File: src/sv/vst_pkg.sv
// shared types and constants for the statement tokenizer
package vst_pkg;

    localparam logic [7:0] CH_NUL   = 8'h00;
    localparam logic [7:0] CH_SPACE = 8'h20;
    localparam logic [7:0] CH_COLON = 8'h3A;
    localparam logic [7:0] CH_SEMI  = 8'h3B;
    localparam logic [7:0] CH_EQUAL = 8'h3D;
    localparam logic [7:0] CH_QUERY = 8'h3F;

    localparam logic KIND_RECORD = 1'b0;
    localparam logic KIND_STATUS = 1'b1;

    localparam logic [2:0] ST_OK         = 3'd0;
    localparam logic [2:0] ST_TOO_MANY   = 3'd1;
    localparam logic [2:0] ST_EQUAL      = 3'd2;
    localparam logic [2:0] ST_COLON      = 3'd3;
    localparam logic [2:0] ST_QUERY_TEXT = 3'd4;

    localparam int RES_DEPTH = 4;
    localparam int RES_PW    = $clog2(RES_DEPTH);
    localparam int RES_CW    = $clog2(RES_DEPTH + 1);

    typedef struct packed {
        logic       kind;
        logic [4:0] field_index;
        logic [9:0] field_first;
        logic [9:0] field_final;
        logic       field_empty;
        logic       is_query;
        logic [4:0] field_count;
        logic [2:0] status;
        logic       last;
    } t_result;

    typedef struct packed {
        logic [1:0] num;
        t_result    res0;
        t_result    res1;
    } t_push;

endpackage

File: src/sv/vst_core.sv
// statement state and result generation for one byte
module vst_core #(
    parameter int MAX_FIELDS   = 24,
    parameter int MAX_STMT_LEN = 1024
) (
    input  logic           i_clk,
    input  logic           i_rst_n,
    input  logic           i_go,
    input  logic [7:0]     i_ch,
    output vst_pkg::t_push o_push
);

    localparam int PW = $clog2(MAX_STMT_LEN);
    localparam int CW = $clog2(MAX_FIELDS + 1);
    localparam logic [PW-1:0] POS_LIMIT = PW'(MAX_STMT_LEN - 1);
    localparam logic [CW-1:0] FIELD_LIMIT = CW'(MAX_FIELDS);

    logic [PW-1:0] r_pos, n_pos;
    logic          r_span_valid, n_span_valid;
    logic [PW-1:0] r_span_first, n_span_first;
    logic [PW-1:0] r_span_final, n_span_final;
    logic [CW-1:0] r_count, n_count;
    logic          r_query, n_query;
    logic [2:0]    r_err, n_err;

    logic          is_end;
    logic          is_blank;
    logic          fail_many;
    logic          fail_eq;
    logic          fail_col;
    logic [CW-1:0] count_inc;
    logic [PW+9:0] pos_ext;
    logic [PW+9:0] first_ext;
    logic [PW+9:0] final_ext;
    logic [CW+4:0] count_ext;
    logic [CW+4:0] count_inc_ext;
    vst_pkg::t_result rec;
    vst_pkg::t_result stat;

    assign is_end    = (i_ch == vst_pkg::CH_NUL) || (i_ch == vst_pkg::CH_SEMI);
    assign is_blank  = !is_end && ((i_ch <= vst_pkg::CH_SPACE) || i_ch[7]);
    assign fail_many = r_count >= FIELD_LIMIT;
    assign fail_eq   = (i_ch == vst_pkg::CH_EQUAL) && (r_count != '0);
    assign fail_col  = (i_ch == vst_pkg::CH_COLON) && (r_count == '0);
    assign count_inc = r_count + CW'(1);

    assign pos_ext       = {10'b0, r_pos};
    assign first_ext     = {10'b0, r_span_first};
    assign final_ext     = {10'b0, r_span_final};
    assign count_ext     = {5'b0, r_count};
    assign count_inc_ext = {5'b0, count_inc};

    always_comb begin
        rec.kind        = vst_pkg::KIND_RECORD;
        rec.field_index = count_ext[4:0];
        rec.field_first = r_span_valid ? first_ext[9:0] : pos_ext[9:0];
        rec.field_final = r_span_valid ? final_ext[9:0] : pos_ext[9:0];
        rec.field_empty = !r_span_valid;
        rec.is_query    = r_query;
        rec.field_count = count_inc_ext[4:0];
        rec.status      = vst_pkg::ST_OK;
        rec.last        = 1'b1;

        stat.kind        = vst_pkg::KIND_STATUS;
        stat.field_index = 5'd0;
        stat.field_first = 10'd0;
        stat.field_final = 10'd0;
        stat.field_empty = 1'b0;
        stat.is_query    = r_query;
        stat.field_count = count_ext[4:0];
        stat.status      = r_err;
        stat.last        = 1'b1;

        o_push.num  = 2'd0;
        o_push.res0 = rec;
        o_push.res1 = stat;

        n_pos        = r_pos;
        n_span_valid = r_span_valid;
        n_span_first = r_span_first;
        n_span_final = r_span_final;
        n_count      = r_count;
        n_query      = r_query;
        n_err        = r_err;

        if (i_go) begin
            if (is_end) begin
                if (r_pos == '0 && r_err == vst_pkg::ST_OK) begin
                    o_push.num  = 2'd1;
                    o_push.res0 = stat;
                end else if (r_err == vst_pkg::ST_OK && !fail_many) begin
                    o_push.num         = 2'd2;
                    o_push.res0.last   = 1'b0;
                    o_push.res1.field_count = count_inc_ext[4:0];
                end else begin
                    o_push.num  = 2'd1;
                    o_push.res0 = stat;
                    if (r_err == vst_pkg::ST_OK) begin
                        o_push.res0.status = vst_pkg::ST_TOO_MANY;
                    end
                end
                n_pos        = '0;
                n_span_valid = 1'b0;
                n_span_first = '0;
                n_span_final = '0;
                n_count      = '0;
                n_query      = 1'b0;
                n_err        = vst_pkg::ST_OK;
            end else begin
                if (r_err == vst_pkg::ST_OK && !is_blank) begin
                    if (r_query) begin
                        n_err = vst_pkg::ST_QUERY_TEXT;
                    end else if (i_ch == vst_pkg::CH_QUERY) begin
                        n_query = 1'b1;
                    end else if (i_ch == vst_pkg::CH_COLON || i_ch == vst_pkg::CH_EQUAL) begin
                        if (fail_many) begin
                            n_err = vst_pkg::ST_TOO_MANY;
                        end else if (fail_eq) begin
                            n_err = vst_pkg::ST_EQUAL;
                        end else if (fail_col) begin
                            n_err = vst_pkg::ST_COLON;
                        end else begin
                            o_push.num   = 2'd1;
                            n_span_valid = 1'b0;
                            n_span_first = '0;
                            n_span_final = '0;
                            n_count      = count_inc;
                        end
                    end else begin
                        if (!r_span_valid) begin
                            n_span_valid = 1'b1;
                            n_span_first = r_pos;
                        end
                        n_span_final = r_pos;
                    end
                end
                if (r_pos < POS_LIMIT) begin
                    n_pos = r_pos + PW'(1);
                end
            end
        end
    end

    always_ff @(posedge i_clk) begin
        if (!i_rst_n) begin
            r_pos        <= '0;
            r_span_valid <= 1'b0;
            r_span_first <= '0;
            r_span_final <= '0;
            r_count      <= '0;
            r_query      <= 1'b0;
            r_err        <= vst_pkg::ST_OK;
        end else begin
            r_pos        <= n_pos;
            r_span_valid <= n_span_valid;
            r_span_first <= n_span_first;
            r_span_final <= n_span_final;
            r_count      <= n_count;
            r_query      <= n_query;
            r_err        <= n_err;
        end
    end

endmodule

File: src/sv/vst_res_fifo.sv
// small result queue taking up to two results per cycle
module vst_res_fifo (
    input  logic             i_clk,
    input  logic             i_rst_n,
    input  vst_pkg::t_push   i_push,
    input  logic             i_pop,
    output logic             o_room,
    output logic             o_valid,
    output vst_pkg::t_result o_head
);

    vst_pkg::t_result r_mem [vst_pkg::RES_DEPTH];

    logic [vst_pkg::RES_PW-1:0] r_wr, n_wr;
    logic [vst_pkg::RES_PW-1:0] r_rd, n_rd;
    logic [vst_pkg::RES_CW-1:0] r_count, n_count;
    logic [vst_pkg::RES_PW-1:0] wr_next;

    assign wr_next = r_wr + vst_pkg::RES_PW'(1);
    assign o_valid = r_count != '0;
    assign o_room  = r_count <= vst_pkg::RES_CW'(vst_pkg::RES_DEPTH - 2);
    assign o_head  = r_mem[r_rd];

    always_comb begin
        n_wr    = r_wr + vst_pkg::RES_PW'(i_push.num);
        n_rd    = i_pop ? r_rd + vst_pkg::RES_PW'(1) : r_rd;
        n_count = r_count + vst_pkg::RES_CW'(i_push.num)
                  - vst_pkg::RES_CW'(i_pop);
    end

    always_ff @(posedge i_clk) begin
        if (i_push.num != 2'd0) begin
            r_mem[r_wr] <= i_push.res0;
        end
        if (i_push.num == 2'd2) begin
            r_mem[wr_next] <= i_push.res1;
        end
    end

    always_ff @(posedge i_clk) begin
        if (!i_rst_n) begin
            r_wr    <= '0;
            r_rd    <= '0;
            r_count <= '0;
        end else begin
            r_wr    <= n_wr;
            r_rd    <= n_rd;
            r_count <= n_count;
        end
    end

endmodule

File: src/sv/vsis_statement_tokenizer.sv
// top level of the statement tokenizer: input register, core and result queue
// Takes one statement byte per request and splits the statement into trimmed
// fields at ':' and '=' and at the end byte (0 or ';'), giving a field record
// for each field closed and a status request at the end of the statement.
// A byte is taken every cycle and registered before its results are queued.
// An end byte that closes a field gives two results, and the single output
// port passes at most one result per cycle, so the input holds off whenever
// the four-entry result queue has fewer than two free places. Offsets are
// reported in their low ten bits and saturate at MAX_STMT_LEN - 1.
module vsis_statement_tokenizer #(
    parameter int MAX_FIELDS   = 24,
    parameter int MAX_STMT_LEN = 1024
) (
    input  logic       i_clk,
    input  logic       i_rst_n,
    input  logic       i_in_valid,
    output logic       o_in_ready,
    input  logic [7:0] i_ch,
    output logic       o_out_valid,
    input  logic       i_out_ready,
    output logic       o_kind,
    output logic [4:0] o_field_index,
    output logic [9:0] o_field_first,
    output logic [9:0] o_field_final,
    output logic       o_field_empty,
    output logic       o_is_query,
    output logic [4:0] o_field_count,
    output logic [2:0] o_status,
    output logic       o_last
);

    logic       r_in_valid;
    logic [7:0] r_in_ch;
    logic       w_room;
    logic       w_go;
    logic       w_pop;

    vst_pkg::t_push   w_push;
    vst_pkg::t_result w_head;

    assign w_go       = r_in_valid && w_room;
    assign o_in_ready = !r_in_valid || w_go;
    assign w_pop      = o_out_valid && i_out_ready;

    always_ff @(posedge i_clk) begin
        if (!i_rst_n) begin
            r_in_valid <= 1'b0;
        end else if (o_in_ready) begin
            r_in_valid <= i_in_valid;
        end
    end

    always_ff @(posedge i_clk) begin
        if (o_in_ready && i_in_valid) begin
            r_in_ch <= i_ch;
        end
    end

    vst_core #(
        .MAX_FIELDS   (MAX_FIELDS),
        .MAX_STMT_LEN (MAX_STMT_LEN)
    ) u_core (
        .i_clk   (i_clk),
        .i_rst_n (i_rst_n),
        .i_go    (w_go),
        .i_ch    (r_in_ch),
        .o_push  (w_push)
    );

    vst_res_fifo u_fifo (
        .i_clk   (i_clk),
        .i_rst_n (i_rst_n),
        .i_push  (w_push),
        .i_pop   (w_pop),
        .o_room  (w_room),
        .o_valid (o_out_valid),
        .o_head  (w_head)
    );

    assign o_kind        = w_head.kind;
    assign o_field_index = w_head.field_index;
    assign o_field_first = w_head.field_first;
    assign o_field_final = w_head.field_final;
    assign o_field_empty = w_head.field_empty;
    assign o_is_query    = w_head.is_query;
    assign o_field_count = w_head.field_count;
    assign o_status      = w_head.status;
    assign o_last        = w_head.last;

    // a status always ends the results of its byte
    a_status_last: assert property (@(posedge i_clk) disable iff (!i_rst_n)
        o_out_valid && o_kind == vst_pkg::KIND_STATUS |-> o_last)
        else $error("status without last mark");

    // a record that is not last is followed at once by the status
    a_record_then_status: assert property (@(posedge i_clk) disable iff (!i_rst_n)
        w_pop && !o_last |=> o_out_valid && o_kind == vst_pkg::KIND_STATUS)
        else $error("record not followed by status");

    // status requests carry no span
    a_status_clean: assert property (@(posedge i_clk) disable iff (!i_rst_n)
        o_out_valid && o_kind == vst_pkg::KIND_STATUS
        |-> o_field_index == 5'd0 && !o_field_empty && o_field_first == 10'd0)
        else $error("status carries field data");

endmodule

File: config.mk
export PLATFORM = sky130hd
export DESIGN_NAME = vsis_statement_tokenizer
export DESIGN_NICKNAME = d
export VERILOG_FILES = /design/src/sv/vst_pkg.sv /design/src/sv/vst_core.sv /design/src/sv/vst_res_fifo.sv /design/src/sv/vsis_statement_tokenizer.sv
export SDC_FILE = /design/constraint.sdc
export NUM_CORES = 1
export LEC_CHECK = 0
export BUFFER_PORTS_ARGS = -buffer_cell sky130_fd_sc_hd__clkbuf_2
export CORE_UTILIZATION = 55
export DETAILED_ROUTE_END_ITERATION = 10
export PLACE_DENSITY = 0.78
export SLEW_MARGIN = 15
export SYNTH_ARGS = -nofsm -noshare
export SYNTH_HDL_FRONTEND = slang
export SYNTH_SLANG_ARGS = --single-unit
File: constraint.sdc
create_clock -name i_clk -period 3.25 [get_ports i_clk]
set_input_delay 0.1625 -clock i_clk [delete_from_list [all_inputs] [get_ports i_clk]]
set_output_delay 0.1625 -clock i_clk [all_outputs]
set_load 0.005 [all_outputs]
Word-level counts from Yosys, hierarchy flattened
Memory sizes are Yosys's and may differ from the RTL's. A register that Yosys moved wholly into a read port is not among the register bits.
Index checks and enable logic that the tools add are counted.
{ "op_classes": {"n_mux": 70, "eq_ne": 14, "reduce_logical": 35, "order_cmp": 4, "n_addsub": 7} }
{ "op_table": {"columns": ["op", "count"], "rows": [
  ["$mux 10", 17],
  ["$mux 39", 2],
  ["$mux 5", 12],
  ["$mux 37", 1],
  ["$mux 36", 1],
  ["$eq 8x6->1 const B", 4],
  ["$mux 3", 9],
  ["$mux 2", 10],
  ["$mux 1", 18],
  ["$add 10x1->10 const B", 1],
  ["$logic_not 10->1", 1],
  ["$lt 10x10->1 const B", 1],
  ["$reduce_bool 5->1", 2],
  ["$logic_and 1x1->1", 9],
  ["$ne 3x2->1 const B", 3],
  ["$le 8x6->1 const B", 1],
  ["$logic_not 8->1", 1],
  ["$ne 2x1->1 const B", 4],
  ["$reduce_and 8->1", 1],
  ["$reduce_bool 2->1", 4],
  ["$reduce_and 7->1", 1],
  ["$reduce_bool 3->1", 2],
  ["$add 5x1->5 const B", 1],
  ["$ge 5x5->1 const B", 1],
  ["14 further kinds", 23]
]} }
{ "word_totals": {"n_memories": 1, "output_inout_bits": 39, "inputBits": 12, "ff_bits": 56, "word_cells": 143, "ram_bits": 148} }
{ "memory_table": {"columns": ["memory", "words", "word_bits", "read_ports", "rd_clocked_by_memory_dff", "wr", "line", "text"], "rows": [
  ["u_fifo.r_mem", 4, 37, 1, 1, 2, "vst_res_fifo.sv:12", "vst_pkg::t_result r_mem [vst_pkg::RES_DEPTH];"]
]} }

Depth between registers and ports, before layout
{ "depth": {"ltp_word": 14, "mapped_depth": 14, "depth_no_buf": 14} }

Modules after synthesis
A second synthesis with hierarchy kept.
{ "hier_totals": {"cells_unflattened": 758, "area_unflattened_um2": 10664.0} }
{ "modules_own_cells": {"columns": ["mod", "cells_per_inst", "area_each_um2", "instances", "seq_area_each_um2"], "rows": [
  ["vst_res_fifo", 404, 7621.1, 1, 4624.4],
  ["vst_core", 339, 2731.4, 1, 800.8],
  ["vsis_statement_tokenizer", 15, 311.5, 1, 260.2]
]} }

Worst setup path before layout
Ideal clock, no wire load.
{ "synth_path": {"kind": "register to register", "startpoint": "register r_in_ch[3]", "endpoint": "register u_fifo.r_count[2] (netlist name)", "t_arrival_ns": 3.363, "slack_ns": -0.228, "n_path_buf": 2, "required_time_ns": 3.135, "period_less_slack_ns": 3.478, "setup_time_ns": 0.115, "path_stages_with_launch": 12, "cell_sequence": "edfxtp_1 > or4_4 > or4b_1 > buf_2 > a211oi_4 > inv_2 > buf_6 > ha_1 > fa_1 > xor2_1 > xnor2_1 > and2_1"} }
{ "synth_between": {"elab_chain_len": 13, "elab_cells_between_ends": 26, "cone_classes": "add/sub: 2; order compare: 1; eq/ne: 4; mux: 9; reduce/logical: 10"} }
{ "synth_rtl": {"columns": ["element", "line", "text"], "rows": [
  ["start: declaration", "vsis_statement_tokenizer.sv:33", "logic [7:0] r_in_ch;"],
  ["start signal: assignment", "vsis_statement_tokenizer.sv:55", "r_in_ch <= i_ch;"],
  ["$eq 8x6->1", "vst_core.sv:44, vst_core.sv:115", null],
  ["$logic_and 1x1->1", "vst_core.sv:44", "assign fail_col = (i_ch == vst_pkg::CH_COLON) && (r_count == '0);"],
  ["$mux 1", "vst_core.sv:120", "end else if (fail_col) begin"],
  ["$mux 2", "vst_core.sv:118", "end else if (fail_eq) begin"],
  ["$mux 2", "vst_core.sv:116", "if (fail_many) begin"],
  ["$mux 2", "vst_core.sv:115", "end else if (i_ch == vst_pkg::CH_COLON || i_ch == vst_pkg::CH_EQUAL) begin"],
  ["$mux 2", "vst_core.sv:113", "end else if (i_ch == vst_pkg::CH_QUERY) begin"],
  ["$mux 2", "vst_core.sv:111", "if (r_query) begin"],
  ["$mux 2", "vst_core.sv:110", "if (r_err == vst_pkg::ST_OK && !is_blank) begin"],
  ["$mux 2 *", "vst_core.sv:87", "if (is_end) begin"],
  ["$mux 39 *", "vst_core.sv:86", "if (i_go) begin"],
  ["$add 3x2->3 *", "vst_res_fifo.sv:27", "n_count = r_count + vst_pkg::RES_CW'(i_push.num)"],
  ["$sub 3x1->3 *", "vst_res_fifo.sv:28", "- vst_pkg::RES_CW'(i_pop);"],
  ["end signal: assignment", "vst_res_fifo.sv:48", "r_count <= n_count;"],
  ["end: declaration", "vst_res_fifo.sv:16", "logic [vst_pkg::RES_CW-1:0] r_count, n_count;"]
]} }
Mark *: on every way between the ends. The rest lies on a longest branch, timed or not.
A chain may end at the register's enable or synchronous reset.

Worst setup path after layout
{ "layout_path": {"startpoint": "register r_in_ch[4]", "endpoint": "register u_fifo.r_count[2] (netlist name)"} }
Same word-level chain as after synthesis.

==> impl_metrics.tcl <==
set metrics [dict create \
    outcome "completed" \
    async_flop_share_pct 0 \
    ioPinCount 51 \
    p_int_mw 4.53 \
    clockRootBuffer "clkbuf_16" \
    antenna_found_initial 0 \
    start_kind "flip-flop" \
    die_w_microns 133 \
    grt_pass1_wl_mm 39.9 \
    hold_viol_final 0 \
    netlist-cell-type-count 70 \
    synth_xor_area_share_pct 1.59 \
    dr_total_vias 7857 \
    rsz0062_at_grt "false" \
    layout_min_cycle_time_ns 3.05 \
    crit_path_cell_trace "or4_4, or4b_4, a211oi_4, inv_2, ha_4, fa_2, xor2_1, xnor2_1, and2_1" \
    p_leak_nw 4.01 \
    ys.warnings.count 0 \
    p_sw_share_pct 25.2 \
    wl_met1_mm 10.4 \
    firstDrtPassIters 6 \
    synth_area_sq_um 9390 \
    overflow 0 \
    clockBufferDepth 3 \
    dpl.hpwl_mm 16.2 \
    place_inst 1249 \
    grt_max_degree 35 \
    synthTopCellsByArea "dfxtp_1, edfxtp_1, nand2_1, mux4_2, a21oi_1" \
    slew_headroom_pct 29.8 \
    syn_to_final_growth_pct 16.4 \
    cts_tree "built" \
    critPathCaptureType "flip-flop" \
    diodes 0 \
    routed_via_density 6.04 \
    first_global_vias 7641 \
    cp.depth 9 \
    max_freq_mhz 328 \
    post_drt_wl_per_cell_microns 19.0 \
    syn-num-nets 1019 \
    syn_inst 997 \
    drive_above_1_share_pct 18.7 \
    tightest_slew_ns 1.05 \
    crit_path_top_delay_cell "or4_4" \
    min_delay_path_depth 2 \
    crit_path_max_incr_delay_ns 0.58 \
    drt_iter0_markers 725 \
    hp-class "primary input to flip-flop" \
    total_power_mw 6.05 \
    worst_ep_arrival_time_ns 3.46 \
    rows 47 \
    synth_ff_type "dfxtp_1" \
    drtAntennaViolNets 0 \
    dpl-instance-area_sq_um 10100 \
    portBuffers 50 \
    synthSimpleGateAreaFrac_pct 20.0 \
    p_clk_share_pct 41.7 \
    final_nets 1085 \
    tns_ns 0 \
    crit_buf_inv 1 \
    cp_max_fo 4 \
    cts.htree.levels 1 \
    cts_num_sinks 206 \
    synth_fa_ha_area_share_pct 1.41 \
    cts_buffers 23 \
    postCtsSetupRepairBufs 0 \
    whs_ns 0.157 \
    cap_violations 0 \
    synth_top_area_share_pct 34.5 \
    die-area_sq_um 17600 \
    clock_latency_ns 0.52 \
    wl_met2_mm 11.5 \
    path_delay_family "simple AND/OR/NAND/NOR gates" \
    vdd_ir_drop_max_uv 390 \
    yosysSeqAreaShare_pct 48.6 \
    grt_usage_pct 28.6 \
    synth-edff-count 44 \
    place_congestion 0.938 \
    p_comb_share_pct 12.9 \
    path_clk_slew_ns 0.06 \
    wl_met3_mm 2.11 \
    avgSynthCellArea_sq_um 9.42 \
    synth_top_family_by_area "simple AND/OR/NAND/NOR gates" \
    synth_compound_area_share_pct 15.2 \
    coreArea_sq_um 16600 \
    setup_viol 0 \
    critPathKind "flip-flop to flip-flop" \
    fin_cells 1300 \
    synth-seq-cells 206 \
    fin_area_sq_um 10900 \
    yosys.area.top_type "dfxtp_1" \
    fin_skew_ns 0.0107 \
    required_ns 3.66 \
    drv_slew 0 \
    routed.top_layer "met4" \
    start_util_pct 56.4 \
    reg2reg_depth 9 \
    muxShareOfSynthArea_pct 9.42 \
    power.switching_mw 1.52 \
    power_density_nw_per_um2 554 \
    drc 0 \
    die_h_microns 133 \
    drt_wl_total_mm 24.7 \
    sequentialPowerShare_pct 45.4 \
    timing.final.crit_share_pct 93.9 \
]
## cells in the mapped netlist (9+ instances only)
cell / count
ha_1: 9
edfxtp_1: 44
o21ai_0: 22
clkbuf_1: 43
xnor2_1: 10
nand2b_1: 15
inv_1: 17
nand2_1: 240
and2_1: 15
and3_1: 10
dfxtp_1: 162
a211oi_1: 11
nor2_1: 56
buf_2: 14
mux4_2: 37
nand3_1: 30
a22o_1: 24
a21oi_1: 115
## placed cells by master, fill, tap and decap left out, types with 15 or more instances in the layout
cell	instances
a21oi_1	114
a22o_1	24
and2_1	15
buf_4	45
clkbuf_16	23
clkbuf_2	50
dfxtp_1	160
edfxtp_1	44
inv_1	17
mux4_2	37
nand2_1	240
nand2b_1	15
nand3_1	30
nor2_1	56
o21ai_0	21
## kinds of logic after synthesis
kind of cell	after synthesis
mux	42
buf+inv	86
simple gates	413
compound gates	223
fa+ha+maj	10
flops	206
xor+xnor	17
## power groups by stage
stage / clock, mW / combinational (mW) / sequential (mW)
3_3_place_gp: 0 / 0.765 / 2.80
4_1_cts: 2.55 / 0.792 / 2.75
2_1_floorplan: 0 / 0.584 / 2.75
5_1_grt: 2.66 / 0.857 / 2.76
6_report: 2.52 / 0.784 / 2.75
3_5_place_dp: 0 / 0.781 / 2.80
## area by class of cell
cell class / instances / area, sq um
clock buffer: 34 / 687
clock inverter: 8 / 66.3
fill: 1303 / 5710
inverter: 20 / 75.1
multi-input combinational: 705 / 4520
sequential: 206 / 4570
tap: 220 / 275
timing repair buffer: 107 / 738
## stage by stage
step / setup WS, ns / util [%]
floorplan: -0.0193 / -
global placement: 0.184 / 60.5
detailed placement: 0.0917 / 60.5
CTS: 0.0673 / 65.6
global route: 0.0694 / 65.7
finish: 0.198 / 65.7
## per-layer routing
layer	GRT usage, %	up-vias
li1	-	3660
met1	38.3	3756
met2	45.7	380
met3	5.36	61
met4	11.4	0
met5	0	-
## flip-flops by register name, summed over array words and instances (netlist names), 3 cells and up, named ones only
name	flops
u_fifo.r_count	3
u_core.r_count	5
u_core.r_pos	10
u_core.r_err	3
u_core.r_span_first	10
u_fifo.r_mem	148
r_in_ch	8
u_core.r_span_final	10
## what timing repair did
item / in CTS / in global routing
hold endpoints to repair: 9 / 0
resized for setup: 0 / 4
setup endpoints to repair: 0 / 10
hold buffers: 9 / 0
## worst paths after layout
check | endpoint | startpoint | slack, ns
max reg2reg | u_fifo.r_count[2] | r_in_ch[4] | 0.20
max | u_fifo.r_count[2] | r_in_ch[4] | 0.20
min reg2reg | u_fifo.r_mem[1][29] | u_fifo.r_mem[1][29] | 0.45
min | u_core.r_count[0] | i_rst_n | 0.16
(Power assumes the default switching activity.)
